**src/design/rec_pkg.sv**
```systemverilog
package rec_pkg;

  localparam logic KIND_ROTATION = 1'b0;
  localparam logic KIND_BUTTON   = 1'b1;

  localparam logic DIR_CW  = 1'b0;
  localparam logic DIR_CCW = 1'b1;

  localparam int unsigned CFG_INDEX_W = 2;
  localparam int unsigned CFG_DATA_W  = 16;

  localparam logic [CFG_INDEX_W-1:0] REG_INVERT_DIRECTION = 2'd0;
  localparam logic [CFG_INDEX_W-1:0] REG_INVERT_BUTTON    = 2'd1;
  localparam logic [CFG_INDEX_W-1:0] REG_HOLDOFF_TICKS    = 2'd2;

  localparam logic [15:0] HOLDOFF_RESET = 16'd100;

  localparam logic [1:0] PHASE_LOW  = 2'b00;
  localparam logic [1:0] PHASE_HIGH = 2'b11;

  localparam logic [7:0] POS_MIN = 8'h00;
  localparam logic [7:0] POS_MAX = 8'hff;

  typedef struct packed {
    logic        invert_direction;
    logic        invert_button;
    logic [15:0] holdoff_ticks;
  } cfg_t;

  typedef struct packed {
    logic       channel_a;
    logic       channel_b;
    logic       button_pin;
  } pins_t;

  typedef struct packed {
    logic       report_kind;
    logic       turn_direction;
    logic [7:0] step_amount;
    logic [7:0] current_position;
    logic       button_level;
    logic       last_of_run;
  } report_t;

  typedef struct packed {
    logic    first_valid;
    report_t first;
    logic    second_valid;
    report_t second;
  } report_pair_t;

endpackage

```
**src/design/rec_tracker.sv**
```systemverilog
module rec_tracker (
  input  logic                  clk,
  input  logic                  rst,
  input  logic                  fire,
  input  rec_pkg::pins_t        pins,
  input  rec_pkg::cfg_t         cfg,
  output rec_pkg::report_pair_t pair
);
  import rec_pkg::*;

  logic [7:0]  position;
  logic [7:0]  reported_position;
  logic [1:0]  last_intermediate_phase;
  logic [1:0]  last_settled_phase;
  logic        reported_button;
  logic [15:0] holdoff_remaining;

  logic [7:0]  position_next;
  logic [7:0]  reported_position_next;
  logic [1:0]  last_intermediate_phase_next;
  logic [1:0]  last_settled_phase_next;
  logic        reported_button_next;
  logic [15:0] holdoff_remaining_next;

  logic [1:0] phase;
  logic       settled;
  logic       move;
  logic       up;
  logic       rot_hit;
  logic       btn_hit;
  logic       cw;
  report_t    rot_report;
  report_t    btn_report;

  always_comb begin
    phase   = {pins.channel_b, pins.channel_a};
    settled = (phase == PHASE_LOW) || (phase == PHASE_HIGH);
    move    = (phase == PHASE_LOW) && (last_settled_phase != PHASE_LOW);
    up      = last_intermediate_phase[0] ^ cfg.invert_direction;

    position_next = position;
    if (move) begin
      position_next = up ? position + 8'd1 : position - 8'd1;
    end
    last_settled_phase_next      = settled ? phase : last_settled_phase;
    last_intermediate_phase_next = settled ? last_intermediate_phase : phase;

    rot_hit = (holdoff_remaining == 16'd0) && (position_next != reported_position);
    cw = ((position_next > reported_position) ||
          ((reported_position == POS_MAX) && (position_next == POS_MIN))) &&
         !((reported_position == POS_MIN) && (position_next == POS_MAX));

    holdoff_remaining_next = holdoff_remaining;
    reported_position_next = reported_position;
    if (holdoff_remaining != 16'd0) begin
      holdoff_remaining_next = holdoff_remaining - 16'd1;
    end else if (rot_hit) begin
      holdoff_remaining_next = cfg.holdoff_ticks;
      reported_position_next = position_next;
    end

    btn_hit              = pins.button_pin != reported_button;
    reported_button_next = pins.button_pin;

    rot_report.report_kind      = KIND_ROTATION;
    rot_report.turn_direction   = cw ? DIR_CW : DIR_CCW;
    rot_report.step_amount      = cw ? position_next - reported_position
                                     : reported_position - position_next;
    rot_report.current_position = position_next;
    rot_report.button_level     = 1'b0;
    rot_report.last_of_run      = !btn_hit;

    btn_report.report_kind      = KIND_BUTTON;
    btn_report.turn_direction   = 1'b0;
    btn_report.step_amount      = 8'd0;
    btn_report.current_position = 8'd0;
    btn_report.button_level     = pins.button_pin ^ cfg.invert_button;
    btn_report.last_of_run      = 1'b1;

    if (rot_hit) begin
      pair.first_valid  = 1'b1;
      pair.first        = rot_report;
      pair.second_valid = btn_hit;
      pair.second       = btn_report;
    end else begin
      pair.first_valid  = btn_hit;
      pair.first        = btn_report;
      pair.second_valid = 1'b0;
      pair.second       = btn_report;
    end
  end

  always_ff @(posedge clk) begin
    if (rst) begin
      position                <= 8'd0;
      reported_position       <= 8'd0;
      last_intermediate_phase <= 2'd0;
      last_settled_phase      <= 2'd0;
      reported_button         <= 1'b0;
      holdoff_remaining       <= 16'd0;
    end else if (fire) begin
      position                <= position_next;
      reported_position       <= reported_position_next;
      last_intermediate_phase <= last_intermediate_phase_next;
      last_settled_phase      <= last_settled_phase_next;
      reported_button         <= reported_button_next;
      holdoff_remaining       <= holdoff_remaining_next;
    end
  end

`ifndef ASSERT_OFF
  a_holdoff_blocks: assert property (@(posedge clk) disable iff (rst)
    (holdoff_remaining != 16'd0) |-> !(pair.first_valid &&
      pair.first.report_kind == KIND_ROTATION))
    else $error("rotation report during holdoff");

  a_second_is_button: assert property (@(posedge clk) disable iff (rst)
    pair.second_valid |-> (pair.first_valid && pair.second.report_kind == KIND_BUTTON &&
      pair.first.report_kind == KIND_ROTATION))
    else $error("bad report order");

  a_holdoff_starts: assert property (@(posedge clk) disable iff (rst)
    (fire && rot_hit && cfg.holdoff_ticks != 16'd0) |=> (holdoff_remaining != 16'd0))
    else $error("holdoff not started");
`endif

endmodule

```
**src/design/rec_out_buffer.sv**
```systemverilog
module rec_out_buffer (
  input  logic                  clk,
  input  logic                  rst,
  input  logic                  load,
  input  rec_pkg::report_pair_t pair,
  output logic                  free,
  output logic                  head_valid,
  output rec_pkg::report_t      head,
  input  logic                  head_ready
);
  import rec_pkg::*;

  logic    v0;
  logic    v1;
  report_t s0;
  report_t s1;

  assign free       = !v0 || (!v1 && head_ready);
  assign head_valid = v0;
  assign head       = s0;

  always_ff @(posedge clk) begin
    if (rst) begin
      v0 <= 1'b0;
      v1 <= 1'b0;
    end else if (load) begin
      v0 <= pair.first_valid;
      v1 <= pair.second_valid;
    end else if (v0 && head_ready) begin
      v0 <= v1;
      v1 <= 1'b0;
    end
  end

  always_ff @(posedge clk) begin
    if (load) begin
      s0 <= pair.first;
      s1 <= pair.second;
    end else if (v0 && head_ready) begin
      s0 <= s1;
    end
  end

`ifndef ASSERT_OFF
  a_slots_ordered: assert property (@(posedge clk) disable iff (rst)
    v1 |-> v0)
    else $error("second slot filled without first");

  a_last_flag: assert property (@(posedge clk) disable iff (rst)
    v0 |-> (s0.last_of_run == !v1))
    else $error("last flag out of step with slots");

  a_no_overwrite: assert property (@(posedge clk) disable iff (rst)
    load |-> (!v1 && (!v0 || head_ready)))
    else $error("load over pending word");
`endif

endmodule

```
**src/design/rotary_encoder_change_reporter.sv**
```systemverilog
// quadrature encoder decoder with change reports
// s_axis: one word per sample tick, tdata bit 0 channel_a, bit 1 channel_b,
//   bit 2 button_pin; each accepted word is one tick of the decoder
// m_axis: zero, one or two report words per tick, rotation report first;
//   tuser is the report kind (0 rotation, 1 button), tlast marks the
//   final report of a tick
// cfg: one write per handshake, cfg_index selects invert_direction (0),
//   invert_button (1) or holdoff_ticks (2), other indexes are dropped;
//   cfg_ready is always high
// path: the first report of a tick reaches m_axis through the input register,
//   then the two-word result buffer
// throughput: one tick per cycle while each tick yields at most one report
//   and m_axis is ready; a tick with two reports holds the next tick while
//   the result buffer drains
// reset clears position, phases, holdoff and all pending words, and puts
//   the registers back to defaults (holdoff 100 ticks)
// a stalled m_axis holds its word; s_axis takes one more tick into the input
//   register and then stalls until m_axis takes the last pending word
module rotary_encoder_change_reporter (
  input  logic                               clk,
  input  logic                               rst,
  input  logic                               s_axis_tvalid,
  output logic                               s_axis_tready,
  input  logic [7:0]                         s_axis_tdata,  // channel_a, channel_b, button_pin
  output logic                               m_axis_tvalid,
  input  logic                               m_axis_tready,
  output logic [23:0]                        m_axis_tdata,  // turn_direction, step_amount,
                                                            // current_position, button_level
  output logic                               m_axis_tuser,  // report_kind
  output logic                               m_axis_tlast,
  input  logic                               cfg_valid,
  output logic                               cfg_ready,
  input  logic [rec_pkg::CFG_INDEX_W-1:0]    cfg_index,
  input  logic [rec_pkg::CFG_DATA_W-1:0]     cfg_data
);
  import rec_pkg::*;

  cfg_t         cfg;
  logic         in_valid;
  pins_t        in_pins;
  logic         fire;
  logic         free;
  report_pair_t pair;
  logic         head_valid;
  report_t      head;

  assign cfg_ready     = 1'b1;
  assign fire          = in_valid && free;
  assign s_axis_tready = !in_valid || fire;

  always_ff @(posedge clk) begin
    if (rst) begin
      cfg.invert_direction <= 1'b0;
      cfg.invert_button    <= 1'b0;
      cfg.holdoff_ticks    <= HOLDOFF_RESET;
    end else if (cfg_valid && cfg_ready) begin
      case (cfg_index)
        REG_INVERT_DIRECTION: cfg.invert_direction <= cfg_data[0];
        REG_INVERT_BUTTON:    cfg.invert_button    <= cfg_data[0];
        REG_HOLDOFF_TICKS:    cfg.holdoff_ticks    <= cfg_data;
        default: ;
      endcase
    end
  end

  always_ff @(posedge clk) begin
    if (rst) begin
      in_valid <= 1'b0;
    end else if (s_axis_tvalid && s_axis_tready) begin
      in_valid <= 1'b1;
    end else if (fire) begin
      in_valid <= 1'b0;
    end
  end

  always_ff @(posedge clk) begin
    if (s_axis_tvalid && s_axis_tready) begin
      in_pins.channel_a  <= s_axis_tdata[0];
      in_pins.channel_b  <= s_axis_tdata[1];
      in_pins.button_pin <= s_axis_tdata[2];
    end
  end

  rec_tracker u_tracker (
    .clk  (clk),
    .rst  (rst),
    .fire (fire),
    .pins (in_pins),
    .cfg  (cfg),
    .pair (pair)
  );

  rec_out_buffer u_out_buffer (
    .clk        (clk),
    .rst        (rst),
    .load       (fire),
    .pair       (pair),
    .free       (free),
    .head_valid (head_valid),
    .head       (head),
    .head_ready (m_axis_tready)
  );

  assign m_axis_tvalid = head_valid;
  assign m_axis_tuser  = head.report_kind;
  assign m_axis_tlast  = head.last_of_run;
  assign m_axis_tdata  = {6'd0, head.button_level, head.current_position,
                          head.step_amount, head.turn_direction};

endmodule

```
**config.mk**
```make
export PLATFORM = sky130hd
export DESIGN_NAME = rotary_encoder_change_reporter
export DESIGN_NICKNAME = d
export VERILOG_FILES = /design/src/design/rec_pkg.sv /design/src/design/rec_tracker.sv /design/src/design/rec_out_buffer.sv /design/src/design/rotary_encoder_change_reporter.sv
export SDC_FILE = /design/constraint.sdc
export NUM_CORES = 1
export LEC_CHECK = 0
export BUFFER_PORTS_ARGS = -buffer_cell sky130_fd_sc_hd__buf_2
export CAP_MARGIN = 20
export CORE_ASPECT_RATIO = 1.25
export CORE_MARGIN = 2
export CORE_UTILIZATION = 53
export CTS_CLUSTER_SIZE = 10
export DETAILED_ROUTE_END_ITERATION = 7
export GPL_TIMING_DRIVEN = 0
export PLACE_DENSITY = 0.69
export SYNTH_ARGS = -nofsm -noshare
export SYNTH_HDL_FRONTEND = slang
export SYNTH_HIERARCHICAL = 1
export SYNTH_SLANG_ARGS = --single-unit
```
**constraint.sdc**
```tcl
create_clock -name clk -period 7.4 [get_ports clk]
set_input_delay 1.11 -clock clk [delete_from_list [all_inputs] [get_ports clk]]
set_output_delay 1.11 -clock clk [all_outputs]
set_load 0.005 [all_outputs]
```
### Yosys cells after proc, flatten, opt, wreduce, memory -nomap -nowiden

Cells that the tools add are included.
W data, S select, Z words.

| word-level totals | value |
|---|---|
| bits in registers | 100 |
| word-level logic and storage cells | 94 |
| bits of input ports | 31 |
| output and inout port bits | 29 |

| cells by class | value |
|---|---|
| add/sub/neg operators | 5 |
| reduce and logical (&&, ||, !) cells | 35 |
| equality and inequality tests | 7 |
| bitwise gates (word level) | 4 |
| muxes and demuxes | 15 |
| order comparisons | 1 |

Operator list:

| cell | count |
|---|---|
| $mux W42 | 1 |
| $mux W20 | 2 |
| $mux W16 | 2 |
| $mux W8 | 3 |
| $eq A8 B8 Y1 const B | 2 |
| $logic_not A16 Y1 | 1 |
| $logic_not A8 Y1 | 2 |
| $reduce_bool A16 Y1 | 1 |
| $sub A16 B1 Y16 const B | 1 |
| $sub A8 B8 Y8 | 2 |
| $reduce_and A2 Y1 | 6 |
| $logic_and A1 B1 Y1 | 9 |
| $add A8 B1 Y8 const B | 1 |
| $gt A8 B8 Y1 | 1 |
| $ne A8 B8 Y1 | 1 |
| $reduce_bool A2 Y1 | 4 |
| $sub A8 B1 Y8 const B | 1 |
| $mux W1 | 7 |
| $logic_not A1 Y1 | 5 |
| $eq A2 B2 Y1 const B | 2 |
| $logic_not A2 Y1 | 2 |
| $logic_or A1 B1 Y1 | 4 |
| $reduce_and A3 Y1 | 1 |
| $eq A2 B1 Y1 const B | 1 |
| other kinds (3) | 5 |

### Logic depth before layout (Yosys ltp)

Gate-level depths: netlist of run 1.

| depth | value |
|---|---|
| depth in word-level cells | 10 |
| depth in mapped cells | 19 |
| depth with buffers taken out | 19 |

### Hierarchy

The synthesis of run 1 kept the hierarchy.

Modules (own cells, without submodules):

| module | area each (sq um) | cells each | instances | sequential area each (sq um) |
|---|---|---|---|---|
| rec_tracker | 3009.1 | 405 | 1 | 720.7 |
| rec_out_buffer | 1619.1 | 74 | 1 | 1241.2 |
| rotary_encoder_change_reporter | 1002.2 | 96 | 1 | 470.5 |

### Worst setup path after synthesis of run 1

Ideal clock, no wire load.

| timing path | value |
|---|---|
| kind | reg2reg |
| start point | register in_pins[2] (netlist bit) |
| end point | register u_out_buffer.s0, in the netlist u_out_buffer/head[13], data pin |
| slack | 3.285 ns |
| data required time | 7.140 ns |
| cell stages (with the launch flop) | 18 |
| arrival | 3.855 ns |
| period minus slack after synthesis | 4.115 ns |
| buffers on the path | 0 |
| setup time | 0.260 ns |
| cells stage by stage | edfxtp_1 inv_1 ha_1 o21ai_1 or4_4 or4b_4 a21boi_2 nor2_1 ha_1 nand4_1 o21bai_1 a31oi_1 o41ai_1 o211ai_4 mux2i_1 xor2_1 nor2_1 mux2_4 |

RTL lines:

| item | line | RTL |
|---|---|---|
| from (decl) | rotary_encoder_change_reporter.sv:40 | `pins_t in_pins;` |
| to (signal assigned) | rec_out_buffer.sv:37 | `s0 <= pair.first;` |
| to (decl) | rec_out_buffer.sv:15 | `report_t s0;` |

==> results of run 1 <==
-- per-layer routing --
layer  routed length (um)  vias up
met5                    0        -
met1                 4789     2039
met3                  414       19
li1                     -     2143
met2                 6766       92
met4                  231        0
-- synthesized netlist by cell type, types with 3 or more instances --
cell type / count
nor2_1: 60
dfxtp_1: 57
edfxtp_1: 43
nand2b_1: 34
nand2_1: 33
mux2i_1: 31
a21oi_1: 30
inv_1: 29
buf_4: 26
ha_1: 19
o21ai_0: 18
clkbuf_1: 17
mux2_4: 15
a211oi_1: 13
nand3_1: 13
xor2_1: 11
nor3_1: 10
a21o_1: 7
nand4_1: 7
nor4_1: 7
xnor2_1: 7
a221oi_1: 6
mux2_2: 6
nor2b_1: 6
or3_1: 6
nand3b_1: 5
o31ai_1: 5
and2_1: 4
conb_1: 4
o41ai_1: 4
or2_2: 4
or4_1: 4
buf_6: 3
o21ai_1: 3
-- registers in the layout, indices dropped and copies added (netlist names), 2 cells and up --
name	cells
u_tracker/position	8
in_pins	3
u_tracker/reported_position	8
u_out_buffer/s1	20
u_tracker/holdoff_remaining	16
cfg	18
u_out_buffer/head	20
u_tracker/last_settled_phase	2
-- worst max path at each step --
stage                         start                              end  slack [ns]  cells after the start
2_1_floorplan  in_pins[2]$_DFFE_PP_  u_out_buffer/head[13]$_DFFE_PP_        3.28                     17
3_5_place_dp   cfg[17]$_SDFFE_PP0P_  u_out_buffer/head[15]$_DFFE_PP_        2.57                     18
6_report       cfg[17]$_SDFFE_PP0P_  u_out_buffer/head[17]$_DFFE_PP_        2.48                     18
3_3_place_gp   cfg[17]$_SDFFE_PP0P_  u_out_buffer/head[17]$_DFFE_PP_        2.60                     18
5_1_grt        cfg[17]$_SDFFE_PP0P_  u_out_buffer/head[15]$_DFFE_PP_        2.09                     18
4_1_cts        cfg[17]$_SDFFE_PP0P_  u_out_buffer/head[15]$_DFFE_PP_        2.54                     18
-- logic make-up (layout without fill, tap and decap cells) --
kind of cell / count (synthesis) / count (layout)
simple gates: 203 / 203
fa+ha+maj: 21 / 21
flops: 100 / 100
buf+inv: 80 / 144
compound gates: 97 / 97
xor+xnor: 18 / 18
other cells: 4 / 26
mux: 52 / 52
-- report_power, final --
| part | internal (mW) | total, mW | switching [mW] |
|---|---|---|---|
| Clock | 0.240 | 0.450 | 0.210 |
| Combinational | 0.443 | 1.15 | 0.710 |
| Sequential | 0.658 | 0.718 | 0.0596 |
| Total | 1.34 | 2.32 | 0.979 |
-- layout make-up --
| type | count | area [sq um] | share of cell area, % |
|---|---|---|---|
| Tap cell | 132 | 165.2 | 2.571 |
| Buffer | 51 | 356.6 | 5.550 |
| Sequential cell | 100 | 2432 | 37.86 |
| Clock inverter | 6 | 45.04 | 0.7011 |
| Clock buffer | 10 | 239.0 | 3.720 |
| Inverter | 29 | 108.9 | 1.694 |
| Timing Repair Buffer | 48 | 262.8 | 4.090 |
| Multi-Input combinational cell | 417 | 2815 | 43.82 |
-- worst reg2reg max path, cell delays in order (launching register included) --
cell and delay, ns:
dfxtp_1 0.42, xor2_1 0.40, xnor2_1 0.12, ha_1 0.26, or4_1 0.41, mux2i_1 0.20, nand2_1 0.09, xor2_1 0.50
inv_1 0.10, ha_1 0.41, nand4_1 0.16, o21bai_1 0.19, a31oi_1 0.24, o41ai_1 0.17, o211ai_4 0.23, mux2i_1 0.28
xnor2_1 0.15, nor2_1 0.06, mux2_2 0.28
==> metrics, run 1 <==
status finished, final reports clean; Worst Setup Start Kind register; CP max-delay cell xor2_1; Worst-path clk slew 0.07 ns; WP buf/inv 1; Synth Register Bits 100; Die H 119.2 um; max_slew headroom between 30% and 40%; Crit path required time 7.50 ns; fmax 0.2032 GHz; Root Buffer clkbuf_16; Iter 0 DRT Violations approximately 190; total track usage 22.91%; number of fill cells in the layout 899; most common cell after layout, fill and taps aside nor2_1; global route overflow 0; Yosys cell types 57; clock skew 0.008801 ns; initial core utilization a little over half; hold_buf cts 0; Post-synth EDFFs 43; Min Hold Slack 0.4710 ns; Syn. warnings 6; Worst-Skew Late Latency 0.35 ns; Max Cap Viol 0; Die Wd 96.19 um; met1 GRT Util about a quarter; Yosys top cell by area edfxtp_1; FF-to-FF End u_out_buffer/head[17]$_DFFE_PP_; # rows 42; Final WS setup 2.479 ns; cts repair resizes 0; flop2flop setup slack 2.48 ns; Setup CP Type reg -> reg; Slew Viols, Final 0; io pins 60; min-delay src u_tracker/holdoff_remaining[12]$_SDFFE_PP0P_; final wirelength 12,200 um; final core occ 61.44%; Cell Area, Placed 6141 sq um; Power per Cell Area 361.2 nW/um^2; drt via density approximately 5.4; post-synthesis simple-gate area fraction 18.58%; Power Total 2.320 mW; largest family of logic cells by synthesized area simple AND/OR/NAND/NOR gates; Final Hold Fails 0; Critical Path End Type register; worst hold stages 2; Synth Area in XOR/XNOR 2.800%; Final ANT Viol Nets 0; cell area after synthesis 5630 sq um; clk buf depth 2; Peak VDD IR 0.2444 mV; RSZ-0062 raised after global routing no; Tcrit/Tclk final 66.49%; Max FO, Critical Path 9; Synth Instances 575; Final Wtd Congestion 0.9207; multiplexer area fraction after synthesis 10.71%; Tightest Hold Check Type reg -> reg; Post-CTS Setup Inserts 0; Post-DP HPWL 9147 um; initial antenna violation count 0; CP Cell Sequence xor2_1 -> xnor2_1 -> ha_1 -> or4_1 -> mux2i_1 -> nand2_1 -> xor2_1 -> inv_1 -> ha_1 -> nand4_1 -> o21bai_1 -> a31oi_1 -> o41ai_1 -> o211ai_4 -> mux2i_1 -> xnor2_1 -> nor2_1 -> mux2_2; hold path endpoint u_tracker/holdoff_remaining[12]$_SDFFE_PP0P_; drt first pass iters 4; fin nets 708; Inst Count DP 777; Setup Viol. Count Final 0; core area roughly 10,000 sq um; Top Usage Layer GRT met2; pin count of the biggest net entering global routing 21; Finished Layout Cells approximately 790; Synth Area in Compound Gates 11.24%; setup tns final 0 ns; Synth Area in Adders 4.933%; largest cells by area after synthesis edfxtp_1, dfxtp_1, mux2i_1; Worst R2R Path Depth 18; Sink Count 100; Synth Flop Type dfxtp_1; # diodes 0; met2 Usage GRT between 40% and 50%; delay-heaviest family, CP XOR/XNOR gates; P_leak 2.608 nW; final worst path period need 4.921 ns; Arr. time, crit path 5.02 ns; H-tree Lvls 3; dpl ws 2.569 ns; CTS tree done; I/O Buffers 47; M3 GR Usage 3.858%; most frequent cells in the layout nor2_1, dfxtp_1, buf_2; full die area 11,470 sq um; drt wl/cell 15.39 um; layout cells sized above 1 between 10% and 20%; Remaining DRCs 0; CTS Buf Count 9; fin area 6425 sq um; ys async rst share 0%; register area share after synthesis a little over two fifths; via count 4,293; vias in the first global route 4,346; reg2reg start cfg[17]$_SDFFE_PP0P_; global-route wire length before repair ~20,000 um; Synth top area share approximately 23%; Synth Area per Inst about 9.8 sq um; worst-margin pin slew 1.019 ns; CP max stage delay 0.50 ns; Area Overhead vs Synth 14.11%
Note: power is estimated with default switching activity, not from simulation.
==> run 2: changes to the inputs <==
==> constraint.sdc (replaced) <==
create_clock -name clk -period 5 [get_ports clk]
set_input_delay 0.75 -clock clk [delete_from_list [all_inputs] [get_ports clk]]
set_output_delay 0.75 -clock clk [all_outputs]
set_load 0.005 [all_outputs]
==> metrics, run 2 (synthesis gave the netlist of run 1 again) <==
dpl ws 0.1695 ns (-2.400 ns); Setup CP Type reg -> reg; most common cell after layout, fill and taps aside nor2_1; fmax 0.2153 GHz (+5.9%); Max FO, Critical Path 9 (unchanged); Power Total 3.439 mW (+48%); I/O Buffers 47 (unchanged); clock skew 0.008833 ns (+0.00003189 ns); pin count of the biggest net entering global routing 21 (unchanged); CP Cell Sequence inv_1 -> ha_1 -> o21ai_1 -> or4_4 -> or4b_4 -> a21boi_2 -> nor2_1 -> ha_1 -> nand4_1 -> o21bai_1 -> a31oi_1 -> o41ai_1 -> o211ai_4 -> mux2i_1 -> xnor2_1 -> nor2_1 -> mux2_2; Tightest Hold Check Type reg -> reg; via count 4,309 (+0.37%); full die area 11,470 sq um (unchanged); total track usage 22.91% (unchanged); RSZ-0062 raised after global routing no; WL met1 4754 um (-0.73%); Remaining DRCs 0 (unchanged); Root Buffer clkbuf_16; DR top layer met4; Post-CTS Setup Inserts 0 (unchanged); worst-margin pin slew 1.019 ns (+0.0001315 ns); Tcrit/Tclk final 92.89% (+26 points); io pins 60 (unchanged); Finished Layout Cells 793 (unchanged); Die Wd 96.19 um (unchanged); CP max stage delay 0.60 ns (+0.10 ns); global route overflow 0 (unchanged); Max Cap Viol 0 (unchanged); H-tree Lvls 3 (unchanged); CTS tree done; Crit path required time 5.10 ns (-2.40 ns); Final WS setup 0.3554 ns (-2.124 ns); hold_buf cts 0 (unchanged); core area 10,460 sq um (unchanged); Peak VDD IR 0.3617 mV (+48%); delay-heaviest family, CP simple AND/OR/NAND/NOR gates; sequential cell area 2432 sq um (unchanged); multi-input logic area 2848 sq um (+1.2%); max_slew headroom 32.05% (about the same); setup tns final 0 ns (unchanged); CP max-delay cell or4_4; Final ANT Viol Nets 0 (unchanged); # diodes 0 (unchanged); Post-DP HPWL 9147 um (unchanged); Slew Viols, Final 0 (unchanged); Worst-Skew Late Latency 0.35 ns (about the same); Area Overhead vs Synth 14.69%; final wirelength 12,220 um (+0.18%); drt via density 5.434 (+0.37%); vias in the first global route 4,346 (unchanged); CTS Buf Count 9 (unchanged); clk buf depth 2 (unchanged); global-route wire length before repair 20,350 um (unchanged); final worst path period need 4.645 ns (-0.2760 ns); initial core utilization 53.84% (unchanged); Die H 119.2 um (unchanged); P_leak 2.612 nW (+0.15%); # rows 42 (unchanged); Critical Path End Type register; most frequent cells in the layout nor2_1, dfxtp_1, buf_2; Power per Cell Area 532.6 nW/um^2 (+47%); Inst Count DP 777 (unchanged); WP buf/inv 1 (unchanged); flop2flop setup slack 0.36 ns (-2.12 ns); Arr. time, crit path 4.75 ns (-0.27 ns); Sink Count 100 (unchanged); fin nets 708 (unchanged); Worst Setup Start Kind register; drt first pass iters 4 (unchanged); Final Wtd Congestion 0.9207 (unchanged); layout cells sized above 1 20.12% (+0.45 points); number of fill cells in the layout 892 (-0.78%); Setup Viol. Count Final 0 (unchanged); Iter 0 DRT Violations 180 (-4.8%); initial antenna violation count 0 (unchanged); Final Hold Fails 0 (unchanged); wire length on met2 6802 um (+0.53%); met3 WL post-DR 424 um (+2.4%); status finished, final reports clean; drt wl/cell 15.41 um (+0.18%); Worst-path clk slew 0.07 ns (about the same)
-- run 2: cell count changes in the layout (fill, tap and decap cells not counted) --
cell	change
xor2_4	+1
nor4_2	+1
xor2_2	+1
xor2_1	-2
nor4_1	-1
-- run 2: worst paths after layout --
check,cells past startpoint,to,from
hold reg to reg,2,u_tracker/holdoff_remaining[12]$_SDFFE_PP0P_,u_tracker/holdoff_remaining[12]$_SDFFE_PP0P_
setup / recovery,17,u_out_buffer/head[17]$_DFFE_PP_,in_pins[2]$_DFFE_PP_
hold / removal,2,u_tracker/holdoff_remaining[12]$_SDFFE_PP0P_,u_tracker/holdoff_remaining[12]$_SDFFE_PP0P_
setup reg to reg,17,u_out_buffer/head[17]$_DFFE_PP_,in_pins[2]$_DFFE_PP_
-- run 2: tightest hold or removal path, cell delays in order, from the launching register on --
cell	delay [ns]
dfxtp_1	0.31
o31ai_1	0.06
a21oi_1	0.06
-- run 2: metrics by stage --
step / hold slack (ns) / area [sq um] / utilization (%)
finish: 0.4708 / 6457 / 61.75
global placement: 0.4571 / 6113 / 58.46
detailed placement: 0.4629 / 6141 / 58.72
CTS: 0.4742 / 6425 / 61.44
floorplan: 0.4430 / 5713 / -
global route: 0.5039 / 6457 / 61.75
-- run 2: layer usage --
layer	up-vias	global-route usage, %
li1	2138	-
met3	21	3.858
met4	0	9.286
met5	-	0
met2	98	42.66
met1	2052	24.76
-- run 2: report_power, final --
| group | total (mW) | switching (mW) | internal, mW |
|---|---|---|---|
| clock network | 0.668 | 0.312 | 0.356 |
| logic | 1.71 | 1.05 | 0.656 |
| registers | 1.06 | 0.0890 | 0.974 |
| total | 3.44 | 1.45 | 1.99 |
-- run 2: timing repair --
action                                  4_1_cts  5_1_grt
gates resized for setup                       0        4
endpoints found under the hold margin         0        0
endpoints found under the setup margin        0       16
-- run 2: area by class of cell --
class | instances | area share, %
buffer | 51 | 5.522
inverter | 29 | 1.686
clock inverter | 6 | 0.6975
tap | 132 | 2.558
clock buffer | 10 | 3.701
sequential | 100 | 37.67
timing repair buffer | 48 | 4.069
multi-input combinational | 417 | 44.10
